`src/hw/rtl/odo_pkg.sv`:
```
// odo_pkg: shared types, constants and helper functions of the odometry unit
`timescale 1ns / 1ps

package odo_pkg;

  localparam int CORDIC_STEPS_DEF  = 16;
  localparam int POS_FRAC_BITS_DEF = 8;

  localparam int DEG2RAD_Q24 = 292818;
  localparam int RAD2DEG_Q16 = 3754936;
  localparam int TWO_PI_Q16  = 411775;
  localparam int PI_Q16      = 205887;
  localparam int HALF_PI_Q16 = 102944;
  localparam int GAIN_Q30    = 652032875;
  localparam int COUNT_CLAMP = 16777216;

  localparam logic [15:0] RADIUS_RST  = 16'd12800;
  localparam logic [17:0] SPACING_RST = 18'd38400;
  localparam logic [7:0]  CELLDIV_RST = 8'd3;

  localparam int MUL_A_W = 48;
  localparam int MUL_B_W = 32;
  localparam int MUL_P_W = 80;
  localparam int DIV_W   = 64;
  localparam int DIV_D_W = 19;
  localparam int DIV_C_W = 6;
  localparam int COR_W   = 34;
  localparam int COR_Z_W = 33;

  localparam logic [1:0] CFG_RADIUS  = 2'd0;
  localparam logic [1:0] CFG_SPACING = 2'd1;
  localparam logic [1:0] CFG_CELLDIV = 2'd2;

  localparam logic [1:0] CMD_UPDATE  = 2'd0;
  localparam logic [1:0] CMD_INIT    = 2'd1;
  localparam logic [1:0] CMD_CORRECT = 2'd2;
  localparam logic [1:0] CMD_SETLEN  = 2'd3;

  localparam logic [2:0] MODE_XYH = 3'd0;
  localparam logic [2:0] MODE_XY  = 3'd1;
  localparam logic [2:0] MODE_XH  = 3'd2;
  localparam logic [2:0] MODE_YH  = 3'd3;

  typedef struct packed {
    logic [1:0]         cmd;
    logic signed [31:0] right_count;
    logic signed [31:0] left_count;
    logic signed [31:0] new_x;
    logic signed [31:0] new_y;
    logic signed [31:0] new_heading_deg;
    logic [2:0]         correct_mode;
    logic signed [31:0] new_length;
  } odo_in_t;

  typedef struct packed {
    logic signed [31:0] pos_x;
    logic signed [31:0] pos_y;
    logic signed [31:0] heading_degrees;
    logic signed [31:0] travelled;
    logic signed [31:0] cell_x;
    logic signed [31:0] cell_y;
  } odo_out_t;

  typedef enum logic [2:0] {
    ST_IDLE,
    ST_LOAD,
    ST_ISSUE,
    ST_WAIT,
    ST_FINISH
  } odo_state_t;

  typedef enum logic [3:0] {
    OP_SUMMUL,
    OP_DIFMUL,
    OP_DLMUL,
    OP_THMUL,
    OP_THDIV,
    OP_MOD,
    OP_CORDIC,
    OP_XMUL,
    OP_YMUL,
    OP_DEGMUL,
    OP_CXDIV,
    OP_CYDIV,
    OP_NHMUL
  } odo_op_t;

  typedef struct packed {
    logic    accept;
    logic    load;
    odo_op_t op;
    logic    start;
    logic    capture;
    logic    out_load;
  } odo_cmd_t;

  typedef struct packed {
    logic [1:0] cmd;
    logic       done;
  } odo_sts_t;

  function automatic logic op_is_last(odo_op_t op);
    return (op == OP_CYDIV) || (op == OP_NHMUL);
  endfunction

  function automatic odo_op_t next_op(odo_op_t op);
    odo_op_t n;
    n = OP_SUMMUL;
    unique case (op)
      OP_SUMMUL: n = OP_DIFMUL;
      OP_DIFMUL: n = OP_DLMUL;
      OP_DLMUL:  n = OP_THMUL;
      OP_THMUL:  n = OP_THDIV;
      OP_THDIV:  n = OP_MOD;
      OP_MOD:    n = OP_CORDIC;
      OP_CORDIC: n = OP_XMUL;
      OP_XMUL:   n = OP_YMUL;
      OP_YMUL:   n = OP_DEGMUL;
      OP_DEGMUL: n = OP_CXDIV;
      OP_CXDIV:  n = OP_CYDIV;
      default:   n = OP_SUMMUL;
    endcase
    return n;
  endfunction

  function automatic logic [31:0] atan_q30(logic [4:0] idx);
    logic [31:0] v;
    v = '0;
    unique case (idx)
      5'd0:  v = 32'd843314857;
      5'd1:  v = 32'd497837829;
      5'd2:  v = 32'd263043836;
      5'd3:  v = 32'd133525158;
      5'd4:  v = 32'd67021686;
      5'd5:  v = 32'd33543515;
      5'd6:  v = 32'd16775850;
      5'd7:  v = 32'd8388437;
      5'd8:  v = 32'd4194282;
      5'd9:  v = 32'd2097149;
      5'd10: v = 32'd1048576;
      5'd11: v = 32'd524288;
      5'd12: v = 32'd262144;
      5'd13: v = 32'd131072;
      5'd14: v = 32'd65536;
      5'd15: v = 32'd32768;
      5'd16: v = 32'd16384;
      5'd17: v = 32'd8192;
      5'd18: v = 32'd4096;
      5'd19: v = 32'd2048;
      5'd20: v = 32'd1024;
      5'd21: v = 32'd512;
      5'd22: v = 32'd256;
      5'd23: v = 32'd128;
      5'd24: v = 32'd64;
      5'd25: v = 32'd32;
      5'd26: v = 32'd16;
      5'd27: v = 32'd8;
      5'd28: v = 32'd4;
      5'd29: v = 32'd2;
      default: v = '0;
    endcase
    return v;
  endfunction

  function automatic logic signed [31:0] sat32(logic signed [MUL_P_W-1:0] v);
    logic signed [31:0] r;
    if (v[MUL_P_W-1:31] == {(MUL_P_W-31){v[MUL_P_W-1]}}) begin
      r = v[31:0];
    end else if (v[MUL_P_W-1]) begin
      r = 32'sh80000000;
    end else begin
      r = 32'sh7fffffff;
    end
    return r;
  endfunction

  function automatic logic signed [MUL_P_W-1:0] rnd80(logic signed [MUL_P_W-1:0] v,
                                                      int unsigned n);
    logic signed [MUL_P_W-1:0] half;
    half = $signed({{(MUL_P_W-1){1'b0}}, 1'b1}) <<< (n - 1);
    return (v + half) >>> n;
  endfunction

endpackage

```
`src/hw/rtl/odo_ctrl.sv`:
```
// odo_ctrl: sequencer that steps the datapath through one command
`timescale 1ns / 1ps

module odo_ctrl (
  input  logic              clk,
  input  logic              rst_n,
  input  logic              in_valid,
  output logic              in_ready,
  output logic              out_valid,
  input  logic              out_ready,
  output odo_pkg::odo_cmd_t cmd,
  input  odo_pkg::odo_sts_t sts
);

  odo_pkg::odo_state_t state_r, state_nxt;
  odo_pkg::odo_op_t    op_r, op_nxt;
  logic                out_valid_r, out_valid_nxt;

  always_comb begin
    state_nxt = state_r;
    op_nxt    = op_r;
    unique case (state_r)
      odo_pkg::ST_IDLE: begin
        if (in_valid) begin
          state_nxt = odo_pkg::ST_LOAD;
        end
      end
      odo_pkg::ST_LOAD: begin
        unique case (sts.cmd)
          odo_pkg::CMD_UPDATE: begin
            op_nxt    = odo_pkg::OP_SUMMUL;
            state_nxt = odo_pkg::ST_ISSUE;
          end
          odo_pkg::CMD_CORRECT: begin
            op_nxt    = odo_pkg::OP_NHMUL;
            state_nxt = odo_pkg::ST_ISSUE;
          end
          default: state_nxt = odo_pkg::ST_FINISH;
        endcase
      end
      odo_pkg::ST_ISSUE: state_nxt = odo_pkg::ST_WAIT;
      odo_pkg::ST_WAIT: begin
        if (sts.done) begin
          if (odo_pkg::op_is_last(op_r)) begin
            state_nxt = odo_pkg::ST_FINISH;
          end else begin
            op_nxt    = odo_pkg::next_op(op_r);
            state_nxt = odo_pkg::ST_ISSUE;
          end
        end
      end
      odo_pkg::ST_FINISH: begin
        if (!out_valid_r || out_ready) begin
          state_nxt = odo_pkg::ST_IDLE;
        end
      end
      default: state_nxt = odo_pkg::ST_IDLE;
    endcase
  end

  always_comb begin
    in_ready     = (state_r == odo_pkg::ST_IDLE);
    cmd.accept   = in_valid && (state_r == odo_pkg::ST_IDLE);
    cmd.load     = (state_r == odo_pkg::ST_LOAD);
    cmd.op       = op_r;
    cmd.start    = (state_r == odo_pkg::ST_ISSUE);
    cmd.capture  = (state_r == odo_pkg::ST_WAIT) && sts.done;
    cmd.out_load = (state_r == odo_pkg::ST_FINISH) && (!out_valid_r || out_ready);
  end

  always_comb begin
    out_valid_nxt = out_valid_r;
    if (cmd.out_load) begin
      out_valid_nxt = 1'b1;
    end else if (out_ready) begin
      out_valid_nxt = 1'b0;
    end
  end

  always_ff @(posedge clk) begin
    if (!rst_n) begin
      state_r     <= odo_pkg::ST_IDLE;
      op_r        <= odo_pkg::OP_SUMMUL;
      out_valid_r <= 1'b0;
    end else begin
      state_r     <= state_nxt;
      op_r        <= op_nxt;
      out_valid_r <= out_valid_nxt;
    end
  end

  assign out_valid = out_valid_r;

  a_done_in_wait: assert property (@(posedge clk) disable iff (!rst_n)
    sts.done |-> state_r == odo_pkg::ST_WAIT)
    else $error("unit finished outside the wait state");

  a_no_early_done: assert property (@(posedge clk) disable iff (!rst_n)
    cmd.start |=> !sts.done)
    else $error("unit finished one cycle after start");

  a_op_held: assert property (@(posedge clk) disable iff (!rst_n)
    (state_r == odo_pkg::ST_WAIT && !sts.done) |=> $stable(op_r))
    else $error("operation changed while waiting");

endmodule

```
`config.mk`:
```
export PLATFORM = sky130hd
export DESIGN_NAME = odo_ctrl
export DESIGN_NICKNAME = d
export VERILOG_FILES = /design/src/hw/rtl/odo_pkg.sv /design/src/hw/rtl/odo_ctrl.sv
export SDC_FILE = /design/constraint.sdc
export NUM_CORES = 1
export LEC_CHECK = 0
export ABC_AREA = 1
export BUFFER_PORTS_ARGS = -buffer_cell sky130_fd_sc_hd__buf_2
export CAP_MARGIN = 20
export CORE_MARGIN = 2
export CORE_UTILIZATION = 51
export DETAILED_ROUTE_END_ITERATION = 8
export GPL_TIMING_DRIVEN = 0
export PLACE_DENSITY = 0.76
export REMOVE_ABC_BUFFERS = 1
export SLEW_MARGIN = 40
export SYNTH_ARGS = -nofsm -noshare
export SYNTH_HDL_FRONTEND = slang
export SYNTH_SLANG_ARGS = --single-unit
export TNS_END_PERCENT = 5
```
`constraint.sdc`:
```
create_clock -name clk -period 2.3 [get_ports clk]
set_clock_uncertainty 0.15 [all_clocks]
set_input_delay 0.46 -clock clk [delete_from_list [all_inputs] [get_ports clk]]
set_output_delay 0.46 -clock clk [all_outputs]
set_load 0.01 [all_outputs]
```
==> out/metrics.yaml <==
status:
  status: "complete, no violations"
clocking:
  cts_tree: "done"
  clk_path_buf_depth: 2
  ctsHtreeMaxLevel: 1
  hold_buffers: 0
  cts.sinks: 12
  cts_setup_buffers: 0
  clk_latency_ps: 270
  clock-root-buffer: "clkbuf_4"
  clk_pin_slew_ps: 70
  cts_buffers: 3
  ctsResizeCount: 0
grt:
  overflow: 0
  grt_max_degree: 9
  first_global_vias: 674
  grt_use_total_pct: 18.4
  antenna_found_initial: 0
  grt_pass1_wl_um: 2550
place:
  gp_congestion: 0.846
  hpwl_um: 1270
  dpl_worst_slack_ps: 199
  port_buffers: 17
finish:
  multi_input_area_um2: 414
  drive_gt1_share_pct: 23.0
  fillerInstances: 162
  ff_latch_area_um2: 240
  antenna_cells: 0
  fin_util_pct: 60.0
  syn_to_final_growth_pct: 14.1
  layout.nets: 146
power:
  swShare_pct: 33.5
  cellLeakagePower_nw: 0.500
  ir_worst_vdd_mv: 0.391
  p_per_area_mw_per_mm2: 577
  combPwrFrac_pct: 27.4
  seqPwrFrac_pct: 47.4
  internal-power_w: 0.000339
  switchingPower_w: 0.000171
  clkPwrFrac_pct: 25.2
timing:
  final-hold-violation-count: 0
  fin_setup_tns_ps: 0
  fin_crit_sh_pct: 89.2
  worstMarginPinSlew_ps: 371
  worst_slack_ps: 248
  finalCriticalPeriod_ps: 2050
  slew_headroom_pct: 75.2
  rsz0062_at_grt: "no"
  setup_viol: 0
  slew_violations: 0
  fmax_mhz: 487
detailed_routing:
  avgViaCountPerCell: 4.95
  drt_iter0_markers: 18
  drt_pass1_iterations: 4
  route.detailed.drc: 0
  detail_route.wirelength_um: 1570
  ant_nets: 0
  post_drt_wl_per_cell_um: 10.4
  vias: 747
synthesis:
  ys_seq_area_share_pct: 31.0
  yosysTopAreaCell: "dfxtp_1"
  ys_ff_latch: 12
  synthTopCellsByArea: "dfxtp_1, inv_1, nand2_1"
  syn_area_um2: 774
  netlist_instances: 117
  synth_area_per_cell_um2: 6.62
  yosys.area.top_type_share_pct: 31.0
  post_synth_num_cell_types: 23
  yosys_warnings: 0
worst_setup_path:
  timing.critical_path.buf_inv: 1
  arrival_ps: 2120
  worst-path-max-fanout: 8
  cp_slowest_cell: "dfxtp_1"
  end_kind: "flip-flop"
  worstPathRequired_ps: 2360
  crit_chain: "nand2_1 > nor2_4 > nand2_4 > nand3_4 > nand2_1 > a21oi_1 > ha_1 > inv_1 > nand2_1 > nand2_1 > nor2_1"
  worstSetupStartpointType: "flip-flop"
  cp_common_cell: "nand2_1"
  r2r_start: "state_r[1]"
  path_delay_family: "simple AND/OR/NAND/NOR gates"
  path_class: "flip-flop to flip-flop"
  cpPeakStageDelay_ps: 540
  startpoint: "state_r[1]"
floorplanning:
  die_y_um: 43.0
  rows: 14
  dieArea_mm2: 0.00185
  top_level_ports: 18
  fp.dieW_um: 43.0
  initial_utilization_pct: 52.6
  core_mm2: 0.00147
run:
  maxCapViolCount: 0
hold_path:
  hold_start: "out_ready"
  hold_class: "input pin to flip-flop"
metal layers:
metal / share of wire (%) / track usage, %
met3: 4.8 / 2.55
met5: 0 / 0
met2: 49 / 31.5
met4: 1.9 / 10.9
met1: 44 / 21.5
power by group through the flow:
| stage | combinational, W | sequential [W] | clock (W) |
|---|---|---|---|
| floorplan | 0.0000977 | 0.000248 | 0 |
| global placement | 0.000134 | 0.000246 | 0 |
| detailed placement | 0.000140 | 0.000247 | 0 |
| CTS | 0.000140 | 0.000242 | 0.000128 |
| global route | 0.000157 | 0.000244 | 0.000138 |
| finish | 0.000140 | 0.000242 | 0.000128 |
kinds of logic (layout without fill, tap and decap cells):
family                     after synthesis  count (layout)  synth area share (%)
buffers and inverters                   29              47                  15.5
AOI/OAI and AO/OA                       12              12                  9.53
adders and majority gates                2               2                  3.23
and+or+nand+nor                         62              62                  40.7
DFF                                     12              12                  31.0
stage by stage:
stage / instance area (µm²) / total power [W] / std cells / hold WS (ps)
finish: 883 / 0.000510 / 151 / 346
global route: 883 / 0.000539 / 151 / 362
CTS: 883 / 0.000510 / 151 / 339
detailed placement: 861 / 0.000387 / 148 / 354
global placement: 861 / 0.000380 / 148 / 339
floorplan: 756 / 0.000345 / 115 / 316
Yosys cell counts, drive strengths merged:
library cell,count
inv,27
nand4,4
o21ai,2
nand2,29
nor2,21
nand3b,1
dfxtp,12
a21oi,9
nor3,2
buf,2
nand3,5
ha,2
o211ai,1
cell usage in the layout, fill, tap and decap left out, types with 2 or more instances in the layout:
cell,count
nand4_1,4
inv_1,26
buf_2,17
nor2_1,18
dfxtp_1,12
ha_1,2
nor2_4,2
clkbuf_4,3
nand3_1,3
nand2_1,25
nand2_4,3
a21oi_1,8
nor3_1,2
final timing paths:
check,endpoint,slack [ps],cells after the start
worst max-delay path,flip-flop,250,11
worst min-delay path,out_valid,350,4
worst max register to register,flip-flop,250,11
worst min register to register,op_r[0],360,2
final cells by class:
type	instances	share of cell area, %
flip-flops and latches	12	27.2
well taps	16	2.27
inverters	27	11.5
clock buffers	3	2.55
multi-input cells	76	46.9
repair buffers	17	9.63
tightest hold or removal path: stages:
cell and delay (ps):
buf_2 80, nor2_1 50, inv_1 70, a21oi_1 60
Power figures use the tool's default switching activity.
